### src/hw/rtl/d8fa_pkg.sv
// Package for the D8 flow accumulation block.
// Holds the shared constants, the direction tables and the sequencer state type.
// It depends on nothing else.
package d8fa_pkg;

    localparam int DEF_MAX_GRID_WIDTH  = 64;
    localparam int DEF_MAX_GRID_HEIGHT = 64;
    localparam int DEF_HEIGHT_BITS     = 24;

    localparam int CFG_W  = 7;
    localparam int IDX_W  = 12;
    localparam int ACT_W  = 2;
    localparam int DIR_W  = 4;
    localparam int FLOW_W = 13;
    localparam int DEG_W  = 4;

    localparam logic [ACT_W-1:0] ACT_LOAD    = 2'd0;
    localparam logic [ACT_W-1:0] ACT_COMPUTE = 2'd1;
    localparam logic [ACT_W-1:0] ACT_READ    = 2'd2;

    localparam logic CFG_GRID_WIDTH  = 1'b0;
    localparam logic CFG_GRID_HEIGHT = 1'b1;

    localparam logic [CFG_W-1:0] CFG_RESET = 7'd64;

    localparam logic [DIR_W-1:0]  DIR_NONE = 4'd8;
    localparam logic [FLOW_W-1:0] FLOW_ONE = 13'd1;
    localparam logic [FLOW_W-1:0] FLOW_MAX = 13'd8191;

    localparam int SCALE_CARD = 1414;
    localparam int SCALE_DIAG = 1000;

    // Neighbor steps, N first and then clockwise.
    localparam int STEP_COL [8] = '{0, 1, 1, 1, 0, -1, -1, -1};
    localparam int STEP_ROW [8] = '{-1, -1, 0, 1, 1, 1, 0, -1};

    typedef struct packed {
        logic       clear;
        logic       load_center;
        logic       nb_valid;
        logic [2:0] nb_dir;
    } t_slope_ctl;

    typedef enum logic [3:0] {
        S_CLR,
        S_IDLE,
        S_RDW,
        S_INIT,
        S_DIR,
        S_IDG_RD,
        S_IDG_CHK,
        S_IDG_WR,
        S_SEED_RD,
        S_SEED_CHK,
        S_WLK_RD,
        S_WLK_CELL,
        S_WLK_DIR,
        S_WLK_TGT
    } t_state;

endpackage

### src/hw/rtl/d8fa_slope.sv
// Shared slope unit: scales one neighbor drop per cycle and keeps the steepest one.
// Depends on d8fa_pkg.
module d8fa_slope #(
    parameter int HEIGHT_BITS = 24
) (
    input  logic                       i_clk,
    input  d8fa_pkg::t_slope_ctl       i_ctl,
    input  logic [HEIGHT_BITS-1:0]     i_height,
    output logic [d8fa_pkg::DIR_W-1:0] o_steep_dir
);
    import d8fa_pkg::*;

    localparam int DW = HEIGHT_BITS + 1;
    localparam int PW = DW + 12;

    logic signed [HEIGHT_BITS-1:0] r_center;
    logic signed [PW-1:0]          r_prod;
    logic [2:0]                    r_pdir;
    logic                          r_pvalid;
    logic signed [PW-1:0]          r_best;
    logic [DIR_W-1:0]              r_steep_dir;

    logic signed [DW-1:0] drop;
    logic signed [PW-1:0] scale;

    always_comb begin
        drop  = DW'(r_center) - DW'(signed'(i_height));
        scale = i_ctl.nb_dir[0] ? PW'(SCALE_DIAG) : PW'(SCALE_CARD);
    end

    always_ff @(posedge i_clk) begin
        if (i_ctl.load_center) begin
            r_center <= signed'(i_height);
        end
        r_prod   <= PW'(drop) * scale;
        r_pdir   <= i_ctl.nb_dir;
        r_pvalid <= i_ctl.nb_valid;
        if (i_ctl.clear) begin
            r_best      <= '0;
            r_steep_dir <= DIR_NONE;
        end else if (r_pvalid && (r_prod > r_best)) begin
            // Strictly greater, so the first maximum in scan order wins.
            r_best      <= r_prod;
            r_steep_dir <= DIR_W'(r_pdir);
        end
    end

    assign o_steep_dir = r_steep_dir;

endmodule

### config.mk
export PLATFORM = sky130hd
export DESIGN_NAME = d8fa_slope
export DESIGN_NICKNAME = d
export VERILOG_FILES = /design/src/hw/rtl/d8fa_pkg.sv /design/src/hw/rtl/d8fa_slope.sv
export SDC_FILE = /design/constraint.sdc
export NUM_CORES = 1
export LEC_CHECK = 0
export ABC_AREA = 0
export BUFFER_PORTS_ARGS = -buffer_cell sky130_fd_sc_hd__buf_2
export CORE_UTILIZATION = 30
export DETAILED_ROUTE_END_ITERATION = 10
export MAX_ROUTING_LAYER = met4
export PLACE_DENSITY = 0.55
export SLEW_MARGIN = 20
export SYNTH_ARGS = -nofsm -noshare
export SYNTH_HDL_FRONTEND = slang
export SYNTH_SLANG_ARGS = --single-unit
### constraint.sdc
create_clock -name i_clk -period 9.8 [get_ports i_clk]
set_clock_uncertainty 0.05 [all_clocks]
set_input_delay 0.98 -clock i_clk [delete_from_list [all_inputs] [get_ports i_clk]]
set_output_delay 0.98 -clock i_clk [all_outputs]
set_load 0.03 [all_outputs]
==> results of run 1 <==
-- registers in the layout, indices dropped and copies added (netlist names) --
signal and cells:
r_prod 36, o_steep_dir 4, r_best 36, r_center 24, r_pdir 3, r_pvalid 1
-- final timing paths --
path / to / slack (ns) / depth (start not counted)
min: o_steep_dir[2] / 0.42 / 2
min reg2reg: o_steep_dir[2] / 0.42 / 2
max reg2reg: r_prod[35] / 2.34 / 27
max: r_prod[35] / 1.97 / 29
-- synth_stat cells, types with 12 or more instances --
master	number	area share, %
nor2_1	51	1.5
ha_1	185	18
a21o_1	34	2.0
xnor2_1	28	1.9
xor2_1	12	0.81
and2_1	15	0.72
a21oi_1	60	2.3
nand2_1	40	1.2
or2_2	12	0.58
inv_1	353	10
dfxtp_1	80	12
mux2i_1	40	3.1
nand2b_1	87	4.2
clkbuf_1	35	1.0
o21ai_0	36	1.4
nor3_1	15	0.58
fa_1	152	23
edfxtp_1	24	5.5
-- per-layer routing --
layer  GRT usage [%]  vias to the layer above  routed length [um]
met1            15.6                     4074               12300
met4            3.15                        0                 261
li1                -                     4516                   -
met2            20.3                       87               11600
met5               -                        -                   0
met3            1.73                        9                 460
-- cell type report --
type                            count  area, um2
Fill cell                        4457      28300
Inverter                          355       1330
Tap cell                          577        722
Multi-Input combinational cell    915       9160
Clock inverter                      6       62.6
Clock buffer                       10        239
Sequential cell                   104       2320
Timing Repair Buffer               36        185
-- worst register-to-register path: cells and delay by family, from the launching register on --
kind,cells,cell delay [ns]
AND/OR/NAND/NOR,3,0.47
buffers and inverters,4,0.20
flip-flops,1,0.40
AO/OA/AOI/OAI,11,2.56
adder cells (fa/ha/maj),7,3.01
XOR/XNOR,2,0.70
-- logic make-up (layout without fill, tap and decap cells) --
kind of cell | after synthesis | after routing | synth area share, %
compound gates | 209 | 209 | 11.0
xor+xnor | 43 | 43 | 3.13
fa+ha+maj | 337 | 337 | 41.2
buf+inv | 397 | 407 | 11.7
flops | 104 | 104 | 17.9
mux | 40 | 40 | 3.08
other cells | 1 | 1 | 0.0288
simple gates | 285 | 285 | 12.0
-- through the flow --
stage / setup WS, ns / util (%)
finish: 1.97 / 33.1
global route: 1.36 / 33.1
global placement: 1.65 / 32.4
CTS: 1.93 / 33.1
detailed placement: 1.54 / 32.4
floorplan: 2.32 / -
==> flow_summary.ini, run 1 <==
[logic_synthesis]
async_reset_ff_share_pct = 0
syn_area_per_cell_um2 = 9.18
yosys_warnings = 0
synth_cells = 1416
synth-edff-count = 24
ys_ff_latch = 104
synth_area_um2 = 13000
synth_ff_type = dfxtp_1
syn_nets = 1784
ys_seq_area_share_pct = 17.9
synth_cell_types = 77

[global_routing]
gr-usage-all-layers_pct = 12.2
grt_first_pass_wirelength_um = 42600
grt_max_degree = 80
grt_pass1_vias = 8897
antenna_found_initial = 0
gr-total-overflow = 0

[setup_path]
cp.arrival_ns = 8.07
crit_family = adder cells
crit_path_max_incr_delay_ns = 0.55
regToRegStartpoint = r_center[1]
cp-start-kind = input port
cpMostUsedCell = inv_1
slowest_stage = xor2_1
crit_buf_inv = 6
end_kind = register
crit_type = input port to register
startpoint = i_height[1]
path_max_fanout = 6
required_ns = 10.05

[clocking]
path_clk_slew_ns = 0.09
insertion_delay_ns = 0.38
cts_resized = 0
clkSinkCount = 104
cts_tree = built
ctsHoldBuffers = 0
cts_root_buffer = clkbuf_16
cts_setup_buffers = 0
cts_buffer_depth = 2
htreeDepth = 3
cts_inserted_buffers = 9

[flow_run]
drv_cap = 0

[cells_and_area]
final_area_um2 = 14000
areaGrowthSynthToFinish_pct = 7.86
layout.nets = 1789
diodes = 0
layout_common_cells = 353 x inv_1, 185 x ha_1, 152 x fa_1, 87 x nand2b_1, 80 x dfxtp_1
drive_above_1_share_pct = 5.89
final_common_cell = inv_1
instances_no_fill = 2003

[timing]
post-route-min-period_ns = 7.83
slew_viol_final = 0
setup_viol_count_final = 0
finalHoldViolCount = 0
tightest_slew_ns = 1.04
fin_tns_setup_ns = 0
holdWs_ns = 0.419
max_freq_mhz = 128
post-route-period-util_pct = 79.9
rsz0062_at_grt = no
slew_headroom_pct = 30.5

[route]
antenna_left = 0
via_per_inst = 4.34
drc = 0
via_count = 8686
routed_wl_um = 24700
wl_per_cell_um = 12.3
drt_iter0_drc = 353
drtPass1Iterations = 5

[place]
hpwl_um = 21000
io_buffers = 34
dp_cells = 1987
globalplace.congestion = 0.821
post_dp_cell_area_um2 = 13700

[min_path]
holdCritPathClass = register to register
holdCritStartpoint = r_pdir[2]

[die]
io_pins = 35
die_w_um = 210
initial_core_util_pct = 30.7
die_y_um = 210
coreArea_um2 = 42300
row_count = 75
die_area_um2 = 44200

[outcome]
status = finished, final reports clean
Power of run 1 is left out: the tool's default activity adds up to more than one toggle a clock period on the data nets, which glitch-free logic cannot reach.
==> run 2: changes to the inputs <==
Settings changed: PLACE_DENSITY 0.55 to 0.57.
Clock period 9.8 ns to 6.95 ns, I/O delays scaled along.
==> run 2 against run 1 <==
  * Sequential cell count unchanged
  * Design area grew 12%
  * Worst setup slack got worse by 1.9 ns
  * First-iteration DRC count decreased by 17%
  * Critical path depth is 1 lower
  * Global-route usage is 0.72 points higher
  * Critical endpoint is now r_prod[36]
==> flow_summary.ini, run 2 (synthesis gave the netlist of run 1 again) <==
[outcome]
status = finished, final reports clean

[cells_and_area]
final_common_cell = inv_1
fin_util_pct = 37.1
largestRegisters = r_best: 36 flops, r_prod: 36 flops, r_center: 24 flops
areaGrowthSynthToFinish_pct = 20.7
diodes = 0
drive_above_1_share_pct = 20.5
layout.nets = 1944
layout_common_cells = 342 x inv_1, 169 x ha_1, 156 x buf_4, 144 x fa_1, 87 x nand2b_1

[setup_path]
cpMostUsedCell = inv_2
slowest_stage = fa_1
cp.arrival_ns = 7.14
end_kind = register
ff2ff_setup_slack_ns = 0.04
r2r_cells = 28
worst_r2r_endpoint = r_prod[36]
path_max_fanout = 4
regToRegStartpoint = r_center[0]
required_ns = 7.17
cp-start-kind = register
crit_type = register to register
crit_path_max_incr_delay_ns = 0.53

[timing]
post-route-min-period_ns = 6.91
setup_viol_count_final = 0
max_freq_mhz = 145
tightest_slew_ns = 0.598
finalHoldViolCount = 0
holdWs_ns = 0.347
post-route-period-util_pct = 99.5
slew_headroom_pct = 60.2
fin_tns_setup_ns = 0
rsz0062_at_grt = yes
slew_viol_final = 0

[min_path]
hold_end = r_pdir[2]
holdCritStartpoint = i_ctl[2]
hold_depth = 1
holdCritPathClass = input port to register

[global_routing]
grt_first_pass_wirelength_um = 45000
gr-usage-all-layers_pct = 13.0
gr-total-overflow = 0
grt_max_degree = 80
antenna_found_initial = 1
grt_pass1_vias = 9688

[route]
routed_wl_um = 26400
drc = 0
drt_iter0_drc = 294
wl_per_cell_um = 12.2
via_per_inst = 4.33
via_count = 9347
drtPass1Iterations = 4
antenna_left = 0

[die]
row_count = 75
io_pins = 35
coreArea_um2 = 42300
initial_core_util_pct = 30.7
die_y_um = 210
die_area_um2 = 44200
die_w_um = 210

[place]
hpwl_um = 22300
io_buffers = 34
globalplace.congestion = 0.846

[clocking]
ctsHoldBuffers = 0
insertion_delay_ns = 0.39
htreeDepth = 3
cts_tree = built
clkSinkCount = 104
cts_buffer_depth = 2
cts_root_buffer = clkbuf_16
cts_inserted_buffers = 9
path_clk_slew_ns = 0.08

[flow_run]
drv_cap = 0
-- run 2: cell types whose count changed in the layout (fill, tap and decap cells not counted), moves of 13 or more --
cell	change
a21oi_1	-13
a21oi_2	+13
buf_4	+154
ha_1	-16
ha_4	+16
-- run 2: stage by stage --
stage	cells	worst slack, ns	area, um2
after floorplan	1416	0.0116	13100
after global placement	2129	-0.351	14900
after detailed placement	2129	-0.453	14900
after CTS	2150	-0.00760	15300
after global routing	2158	-0.226	15700
final	2158	0.0356	15700
-- run 2: worst max-delay path by stage --
| stage | from | endpoint | slack, ns | cells past startpoint |
|---|---|---|---|---|
| 2_1_floorplan | i_height[0] | r_prod[36] | 0.01 | 26 |
| 4_1_cts | r_center[0] | r_prod[36] | -0.008 | 30 |
| 5_1_grt | r_center[0] | r_prod[36] | -0.23 | 28 |
| 3_5_place_dp | i_height[0] | r_prod[34] | -0.45 | 29 |
| 6_report | r_center[0] | r_prod[36] | 0.04 | 28 |
| 3_3_place_gp | i_height[1] | r_prod[36] | -0.35 | 28 |
-- run 2: metal layers --
metal  share of wire [%]  vias to the layer above  global-route usage [%]  wire length (um)
li1                    -                     4815                       -                 -
met1                  48                     4447                    15.6             12600
met2                  49                       76                    22.4             13000
met3                 2.1                        9                    2.43               555
met4                0.86                        0                    2.77               228
met5                   0                        -                       -                 0
-- run 2: final cells by class --
cell class | instances | area [um2]
fillers | 4307 | 26600
clock inverters | 6 | 83.8
clock buffers | 10 | 239
well taps | 577 | 722
flip-flops and latches | 104 | 2320
inverters | 355 | 1330
multi-input cells | 915 | 9630
repair buffers | 191 | 1360
-- run 2: worst max-delay path: cells and delay by family (launching register included) --
kind                     cells  cell delay [ns]
XOR/XNOR                     1             0.10
adder cells (fa/ha/maj)      8             2.94
buffers and inverters        5             0.32
AND/OR/NAND/NOR              2             0.20
flip-flops                   1             0.38
AO/OA/AOI/OAI               12             2.80
-- run 2: what timing repair did --
| action | 4_1_cts | 5_1_grt |
|---|---|---|
| hold endpoints to repair | 0 | 0 |
| pin swaps | 6 | 75 |
| gates resized for setup | 7 | 79 |
| setup endpoints to repair | 4 | 13 |
| setup buffers | 5 | 12 |
Power of run 2 is left out for the same reason.
