File: src/hw/rtl/d8fa_ram.sv
// Simple dual-port memory: one write port and one read port with registered data.
// Uses no package.
module d8fa_ram #(
    parameter int WIDTH = 8,
    parameter int DEPTH = 16,
    localparam int AW = $clog2(DEPTH)
) (
    input  logic             i_clk,
    input  logic             i_we,
    input  logic [AW-1:0]    i_waddr,
    input  logic [WIDTH-1:0] i_wdata,
    input  logic [AW-1:0]    i_raddr,
    output logic [WIDTH-1:0] o_rdata
);

    logic [WIDTH-1:0] r_mem [DEPTH];
    logic [WIDTH-1:0] r_rdata;

    always_ff @(posedge i_clk) begin
        if (i_we) begin
            r_mem[i_waddr] <= i_wdata;
        end
        r_rdata <= r_mem[i_raddr];
    end

    assign o_rdata = r_rdata;

endmodule

File: config.mk
export PLATFORM = sky130hd
export DESIGN_NAME = d8fa_ram
export DESIGN_NICKNAME = d
export VERILOG_FILES = /design/src/hw/rtl/d8fa_ram.sv
export SDC_FILE = /design/constraint.sdc
export NUM_CORES = 1
export LEC_CHECK = 0
export BUFFER_PORTS_ARGS = -buffer_cell sky130_fd_sc_hd__buf_2
export CELL_PAD_IN_SITES_DETAIL_PLACEMENT = 0
export CELL_PAD_IN_SITES_GLOBAL_PLACEMENT = 1
export CORE_MARGIN = 2
export CORE_UTILIZATION = 45
export DETAILED_ROUTE_END_ITERATION = 12
export GPL_ROUTABILITY_DRIVEN = 0
export PLACE_DENSITY_LB_ADDON = 0.1
export REMOVE_ABC_BUFFERS = 1
export SETUP_SLACK_MARGIN = 0.2
export SYNTH_ARGS = -nofsm -noshare
export SYNTH_HDL_FRONTEND = slang
export SYNTH_SLANG_ARGS = --single-unit
File: constraint.sdc
create_clock -name i_clk -period 3.5 [get_ports i_clk]
set_input_delay 0.7 -clock i_clk [delete_from_list [all_inputs] [get_ports i_clk]]
set_output_delay 0.7 -clock i_clk [all_outputs]
set_load 0.02 [all_outputs]
==> results by group, run 1 <==
Outcome
  – Status: finished clean

Timing
  – Number of max-slew violations in the final report: 0
  – RSZ-0062 raised after global routing: false
  – Final min period: 1.83 ns
  – Skew final: 0.00438 ns
  – Slew @ Worst Pin: 1.04 ns
  – Fmax achieved: 546 MHz
  – Final setup fails: 0
  – Fin. Hold Viols: 0
  – Final setup margin: 1.67 ns
  – Setup_tns: 0 ns
  – Slew Limit Headroom: 30.5%
  – Final period utilization: 52.3%

CTS
  – Htree depth: 4
  – CTS tree: done
  – Root Buffer: clkbuf_16
  – Setup bufs post-CTS: 0
  – Post-cts resize count: 0
  – CTS clock-pin slew for the worst setup and hold paths: 0.05 ns
  – Sink Count: 136
  – Cts-stage hold buffer count: 0
  – Clock latency on the worst-skew pair: 0.41 ns
  – Clk buf depth: 2
  – CTS buffer count: 17

Place
  – Post-Place Worst Slack: 1.19 ns
  – Input/output buffers: 25
  – HPWL Detailed: 6020 um

Drt
  – Drt wl/cell: 23.3 um
  – Drt pass-1 iters: 6
  – Vias per std cell: 5.42
  – Initial DRC Count: 133
  – Routed WL: 9940 um
  – Antenna-violating nets left: 0
  – Via Count: 2316
  – DRC: 0

Floorplan
  – Chip width: 111 um
  – Initial Utilization: 45.7%
  – # rows: 39
  – Die footprint: 0.0123 mm2
  – IO Count: 26
  – Core area: 0.0113 mm2
  – Vert. Die Dim: 111 um

Final layout
  – Layout cell share with drive strength beyond 1: 28.5%
  – Layout fillers: 869
  – Layout area overhead: 17.5%
  – Commonest cells after routing, fill and taps aside: 128 x edfxtp_1, 25 x buf_2, 18 x mux4_2, 17 x clkbuf_16, 16 x a22oi_1
  – Antenna Cells: 0
  – Most common cell after layout, fill and taps aside: edfxtp_1
  – Nets: 289

Worst setup path
  – CP max stage delay: 0.81 ns
  – Worst-path cell chain: buf_2 -> nand2b_1 -> nor2_1
  – Critical Path Start: i_waddr[1]
  – R2r endpoint: o_rdata[3]
  – Reg2Reg Depth: 3
  – CP Launch Type: primary input
  – Setup crit end kind: flop
  – Delay-heaviest family, CP: simple AND/OR/NAND/NOR gates
  – Crit path buffers/inverters: 1
  – Crit path DAT: 1.86 ns
  – Reg-to-reg slack, setup: 2.12 ns
  – Crit Path Class: primary input to flop
  – Crit path required time: 3.53 ns
  – Crit-path slowest cell: nor2_1
  – Worst Path Max Fanout: 8
  – Worst r2r src: r_mem[9][3]

Global route
  – Vias in the first global route: 2433
  – Grt ovf: 0
  – Tot GR Track Use: 17.4%
  – Initial antenna violation count: 0
  – Largest net degree at the start of global routing: 33
  – First-pass GRT wire length: 14900 um

Power
  – Pleak: 2.04 nW
  – Worst vdd ir: 0.362 mV
  – Total power: 3.81 mW
  – Pwr Density: 631 mW/mm2

Run
  – MaxCap Viol Count: 0

Min path
  – Min-Delay Path Class: flop to flop
  – Hold path depth: 3
  – Min-Delay Startpoint: r_mem[12][7]
  – Worst Hold End: o_rdata[7]

Logic synthesis
  – Yosys reg bits: 136
  – Seq/Total Area, Yosys: 77.8%
  – Yosys top cell area share: 74.7%
  – Synth Instances: 229
  – Synth Warn #: 0
  – Syn_area_per_cell: 22.5 um2
  – Area leader, netlist: edfxtp_1
  – Unique cell type count in the Yosys netlist: 19
  – Top cells by area, synth: edfxtp_1 75%, mux4_2 7.9%, mux4_1 7.1%
  – Mapped Area: 0.00515 mm2
[synth_stat cells]
cell type	instances
mux4_1	14
and2b_1	1
nand2b_1	2
nand3_1	1
nand2_1	9
clkdlybuf4s25_2	3
buf_2	3
edfxtp_1	128
dfxtp_1	8
a22oi_1	16
nor2b_1	1
buf_6	3
buf_4	1
nand3b_1	2
nor3_1	4
mux4_2	18
and2_1	1
or3b_2	1
nor2_1	13
[where the power goes]
| part | internal (mW) | leakage [nW] | switching [mW] | total [mW] |
|---|---|---|---|---|
| Sequential | 1.82 | 1.22 | 0.0107 | 1.83 |
| Clock | 1.19 | 0.300 | 0.616 | 1.81 |
| Combinational | 0.0687 | 0.517 | 0.105 | 0.174 |
| Total | 3.08 | 2.04 | 0.732 | 3.81 |
[through the flow]
stage	util, %	hold WS [ns]	cells	instance area [um2]
finish	53.6	0.668	427	6050
global route	53.6	0.671	427	6050
CTS	53.6	0.657	427	6050
detailed placement	48.2	0.666	395	5440
global placement	48.2	0.663	395	5440
floorplan	-	0.629	219	5060
[sequential cells by signal, indices dropped and copies added (netlist names)]
register  cells
o_rdata       8
r_mem       128
[kinds of logic (layout without fill, tap and decap cells)]
kind of cell    Yosys count  count (layout)  share of synthesized area (%)
compound gates           16              16                           2.33
buf+inv                  10              65                           1.68
flops                   136             136                           77.8
mux                      32              32                           15.0
simple gates             35              35                           3.18
[worst reg2reg max path: stages (launching register included)]
cell and delay [ns]:
edfxtp_1 0.37, mux4_1 0.52, a22oi_1 0.29, nand2_1 0.07
[per-layer routing]
metal	GRT usage (%)	vias to the layer above	wire length [um]
met1	23.9	1204	4640
li1	-	1055	-
met4	6.58	0	150
met5	0	-	0
met3	5.58	11	336
met2	26.5	46	4810
[worst max-delay path by stage]
stage,endpoint,slack (ns),depth (start not counted)
floorplan,r_mem[0][0],1.31,2
global placement,o_rdata[6],1.18,4
detailed placement,o_rdata[0],1.19,4
CTS,o_rdata[0],1.63,4
global route,r_mem[6][1],1.58,3
finish,r_mem[13][1],1.67,3
[layout make-up]
cell class / count / area [um2] / area share [%]
Sequential cell: 136 / 4000 / 66.2
Multi-Input combinational cell: 83 / 1060 / 17.5
Clock buffer: 24 / 492 / 8.13
Timing Repair Buffer: 33 / 198 / 3.27
Tap cell: 143 / 179 / 2.96
Clock inverter: 8 / 118 / 1.94
Note: power is estimated with default switching activity, not from simulation.
==> inputs of run 2 (changes only) <==
==> constraint.sdc (replaced) <==
create_clock -name i_clk -period 1.9 [get_ports i_clk]
set_input_delay 0.38 -clock i_clk [delete_from_list [all_inputs] [get_ports i_clk]]
set_output_delay 0.38 -clock i_clk [all_outputs]
set_load 0.02 [all_outputs]
==> results by group, run 2 (synthesized netlist as in run 1, its figures left out) <==
Outcome
  – Status: finished clean

Timing
  – Fmax achieved: 704 MHz
  – RSZ-0062 raised after global routing: false
  – Skew final: 0.00533 ns
  – Setup_tns: 0 ns
  – Final period utilization: 74.8%
  – Fin. Hold Viols: 0
  – Final setup margin: 0.479 ns
  – Slew @ Worst Pin: 0.749 ns
  – Slew Limit Headroom: 50.0%
  – Number of max-slew violations in the final report: 0
  – Final setup fails: 0
  – Final min period: 1.42 ns

Final layout
  – Layout area overhead: 19.7%
  – Most common cell after layout, fill and taps aside: edfxtp_1
  – Post-route cell area: 0.00616 mm2
  – Max reg flops: 128
  – Layout cell share with drive strength beyond 1: 31.4%
  – Antenna Cells: 0
  – Nets: 301
  – Commonest cells after routing, fill and taps aside: 128 x edfxtp_1, 25 x buf_2, 18 x mux4_2, 17 x clkbuf_16, 17 x buf_4
  – Layout fillers: 869
  – Top reg by flops: r_mem

Global route
  – Grt ovf: 0
  – Vias in the first global route: 2525
  – Largest net degree at the start of global routing: 33
  – Tot GR Track Use: 17.2%
  – First-pass GRT wire length: 15100 um
  – Initial antenna violation count: 0

Floorplan
  – Vert. Die Dim: 111 um
  – Die footprint: 0.0123 mm2
  – Initial Utilization: 45.7%
  – Chip width: 111 um
  – IO Count: 26
  – Core area: 0.0113 mm2
  – # rows: 39

Power
  – Sequential power share: 48.0%
  – P_int: 5.67 mW
  – Clock power frac: 47.3%
  – Worst vdd ir: 0.450 mV
  – Pleak: 2.10 nW
  – Sw power: 1.37 mW
  – Pwr Density: 1140 mW/mm2
  – Sw frac: 19.4%
  – Comb pwr share: 4.7%

Drt
  – Vias per std cell: 5.46
  – Highest metal used: met4
  – DRC: 0
  – Via Count: 2398
  – Initial DRC Count: 146
  – Antenna-violating nets left: 0
  – WL met3: 450 um
  – Wire length on met1: 4350 um
  – Routed WL: 9580 um
  – WL met2: 4610 um
  – Drt pass-1 iters: 4
  – Drt wl/cell: 21.8 um

CTS
  – Clock latency on the worst-skew pair: 0.41 ns
  – CTS buffer count: 17
  – Sink Count: 136
  – CTS clock-pin slew for the worst setup and hold paths: 0.06 ns
  – Root Buffer: clkbuf_16
  – Clk buf depth: 2
  – Post-cts resize count: 0
  – Htree depth: 4
  – Cts-stage hold buffer count: 0
  – Setup bufs post-CTS: 0
  – CTS tree: done

Place
  – HPWL Detailed: 5960 um
  – Post-Place Cell Area: 0.00555 mm2
  – Input/output buffers: 25
  – Post-Place Worst Slack: 0.0435 ns

Min path
  – Min-Delay Path Class: primary input to flop
  – Worst Hold End: r_mem[4][2]
  – Min-Delay Startpoint: i_wdata[2]
  – Hold path depth: 1

Worst setup path
  – Crit path required time: 2.19 ns
  – Reg2Reg Depth: 3
  – Crit path DAT: 1.71 ns
  – R2r endpoint: o_rdata[0]
  – Critical Path Start: i_raddr[0]
  – CP Launch Type: primary input
  – Worst r2r src: r_mem[1][0]
  – Setup crit end kind: flop
  – Reg-to-reg slack, setup: 0.54 ns
  – Worst Path Max Fanout: 21
  – Crit Path Class: primary input to flop

Run
  – MaxCap Viol Count: 0
run 2: power by group through the flow:
stage | Sequential [mW] | Clock (mW) | Combinational, mW
2_1_floorplan | 3.46 | 0 | 0.134
3_3_place_gp | 3.44 | 0 | 0.338
3_5_place_dp | 3.44 | 0 | 0.341
4_1_cts | 3.38 | 3.39 | 0.341
5_1_grt | 3.38 | 3.53 | 0.364
6_report | 3.38 | 3.33 | 0.332
run 2: how the worst max path moves through the flow:
stage,end,depth (start not counted)
6_report,o_rdata[0],5
5_1_grt,o_rdata[0],5
4_1_cts,o_rdata[0],5
3_5_place_dp,o_rdata[0],5
3_3_place_gp,o_rdata[0],5
2_1_floorplan,r_mem[0][0],2
run 2: per-layer routing:
metal	GRT usage, %	up-vias
li1	-	1082
met1	24.1	1235
met2	25.4	65
met3	4.92	16
met4	7.42	0
met5	0	-
run 2: cell type report:
type / instances / area [um2] / share of cell area, %
clock inverters: 14 / 181 / 2.94
repair buffers: 45 / 313 / 5.08
well taps: 143 / 179 / 2.90
multi-input cells: 83 / 1060 / 17.2
clock buffers: 18 / 429 / 6.96
flip-flops and latches: 136 / 4000 / 65.0
run 2: stage by stage:
step / util, % / power, mW / cells / hold slack (ns)
after floorplan: - / 3.59 / 219 / 0.479
after global placement: 49.3 / 3.77 / 407 / 0.660
after global routing: 54.7 / 7.28 / 439 / 0.362
after CTS: 54.7 / 7.11 / 439 / 0.350
after detailed placement: 49.3 / 3.78 / 407 / 0.667
final: 54.7 / 7.04 / 439 / 0.356
run 2: critical path: stages:
cell     delay, ns
buf_2         0.14
buf_12        0.21
mux4_1        0.57
a22oi_1       0.30
nand2_1       0.09
==> inputs of run 3 (changes only) <==
==> constraint.sdc (replaced) <==
create_clock -name i_clk -period 1.4 [get_ports i_clk]
set_input_delay 0.28 -clock i_clk [delete_from_list [all_inputs] [get_ports i_clk]]
set_output_delay 0.28 -clock i_clk [all_outputs]
set_load 0.02 [all_outputs]
==> results by group, run 3 (synthesized netlist as in run 1, its figures left out) <==
Worst setup path
  – Crit-path slowest cell: mux4_2
  – Worst-path cell chain: mux4_2 -> a22oi_2 -> nand2_1
  – Worst Path Max Fanout: 1
  – Setup crit end kind: flop
  – Crit path required time: 1.69 ns
  – Crit Path Class: flop to flop
  – Crit path DAT: 1.55 ns
  – CP Launch Type: flop
  – CP max stage delay: 0.47 ns

CTS
  – Sink Count: 136
  – CTS clock-pin slew for the worst setup and hold paths: 0.06 ns
  – Setup bufs post-CTS: 0
  – Htree depth: 4
  – CTS tree: done
  – Clock latency on the worst-skew pair: 0.41 ns
  – Root Buffer: clkbuf_16
  – CTS buffer count: 17
  – Clk buf depth: 2

Outcome
  – Status: finished clean

Timing
  – Slew Limit Headroom: 33.4%
  – Final period utilization: 89.7%
  – Number of max-slew violations in the final report: 0
  – Fin. Hold Viols: 0
  – Skew final: 0.00802 ns
  – Slew @ Worst Pin: 0.996 ns
  – Final setup fails: 0
  – RSZ-0062 raised after global routing: true
  – Fmax achieved: 796 MHz
  – Final min period: 1.26 ns
  – Hold_ws: 0.248 ns

Final layout
  – Nets: 305
  – Top reg by flops: r_mem
  – Most common cell after layout, fill and taps aside: edfxtp_1
  – Commonest cells after routing, fill and taps aside: 128 x edfxtp_1, 32 x mux4_2, 22 x buf_4, 21 x buf_2, 17 x clkbuf_16
  – Max reg flops: 128
  – Layout area overhead: 21.8%
  – Layout fillers: 851
  – Finished Layout Cells: 443
  – Layout cell share with drive strength beyond 1: 41.7%
  – Antenna Cells: 0

Floorplan
  – # rows: 39
  – Chip width: 111 um
  – IO Count: 26
  – Core area: 0.0113 mm2
  – Vert. Die Dim: 111 um
  – Initial Utilization: 45.7%
  – Die footprint: 0.0123 mm2

Drt
  – Vias per std cell: 5.46
  – Initial DRC Count: 134
  – DRC: 0
  – Drt pass-1 iters: 4
  – Antenna-violating nets left: 0
  – Drt wl/cell: 22.4 um
  – Via Count: 2418
  – Routed WL: 9920 um

Place
  – HPWL Detailed: 6240 um
  – Post-placement cell count: 411
  – Input/output buffers: 25

Min path
  – Min-Delay Path Class: primary input to flop

Global route
  – Grt ovf: 0
  – Tot GR Track Use: 17.7%
  – Vias in the first global route: 2462
  – Largest net degree at the start of global routing: 22
  – Initial antenna violation count: 0
  – First-pass GRT wire length: 15400 um

Run
  – MaxCap Viol Count: 0

Power
  – Worst vdd ir: 0.860 mV
  – Pleak: 2.10 nW
  – Pwr Density: 1590 mW/mm2
## run 3: report_power, final
part	total (mW)	switching, mW	internal, mW
clock	4.89	1.57	3.32
combinational	0.504	0.282	0.222
sequential	4.59	0.0314	4.56
## run 3: final cells by class
class,count,area (um2),share of cell area [%]
timing repair buffer,49,364,5.81
sequential,136,4010,63.9
multi-input combinational,83,1060,16.9
clock buffer,18,429,6.85
tap,143,179,2.85
clock inverter,14,229,3.65
## run 3: what timing repair did
item                                   in CTS  in global routing
endpoints found under the hold margin       0                  0
pin swaps                                  10                  4
hold buffers                                0                  0
resized for setup                          27                  8
setup endpoints to repair                  12                 18
## run 3: metrics by stage
stage	setup WS [ns]	util (%)	TNS, ns	instance area [um2]	total power, mW
final	0.144	55.6	0	6270	9.98
after global routing	0.100	55.6	0	6270	10.3
after CTS	0.122	55.5	0	6260	10.1
after detailed placement	-0.364	49.5	-7.53	5580	5.14
after global placement	-0.354	49.5	-7.32	5580	5.13
after floorplan	-0.373	-	-7.31	5060	4.87
## run 3: routing by layer
layer  vias up  wire [um]  GRT usage [%]
li1       1076          -              -
met3        12        388           5.03
met4         0        129           6.25
met1      1274       4630           24.8
met2        56       4770           26.7
met5         -          0              0
## run 3: critical path, delay by kind of cell, from the launching register on
kind	cells	cell delay (ns)
muxes	1	0.47
and+or+nand+nor	1	0.08
AOI/OAI and AO/OA	1	0.22
DFF	1	0.37
## run 3: path summary, 6_finish.rpt
kind | slack [ns] | end | cells past startpoint | from
min | 0.25 | r_mem[0][2] | 1 | i_wdata[2]
max reg2reg | 0.14 | o_rdata[0] | 3 | r_mem[0][0]
min reg2reg | 0.68 | o_rdata[3] | 3 | r_mem[12][3]
max | 0.14 | o_rdata[0] | 3 | r_mem[0][0]
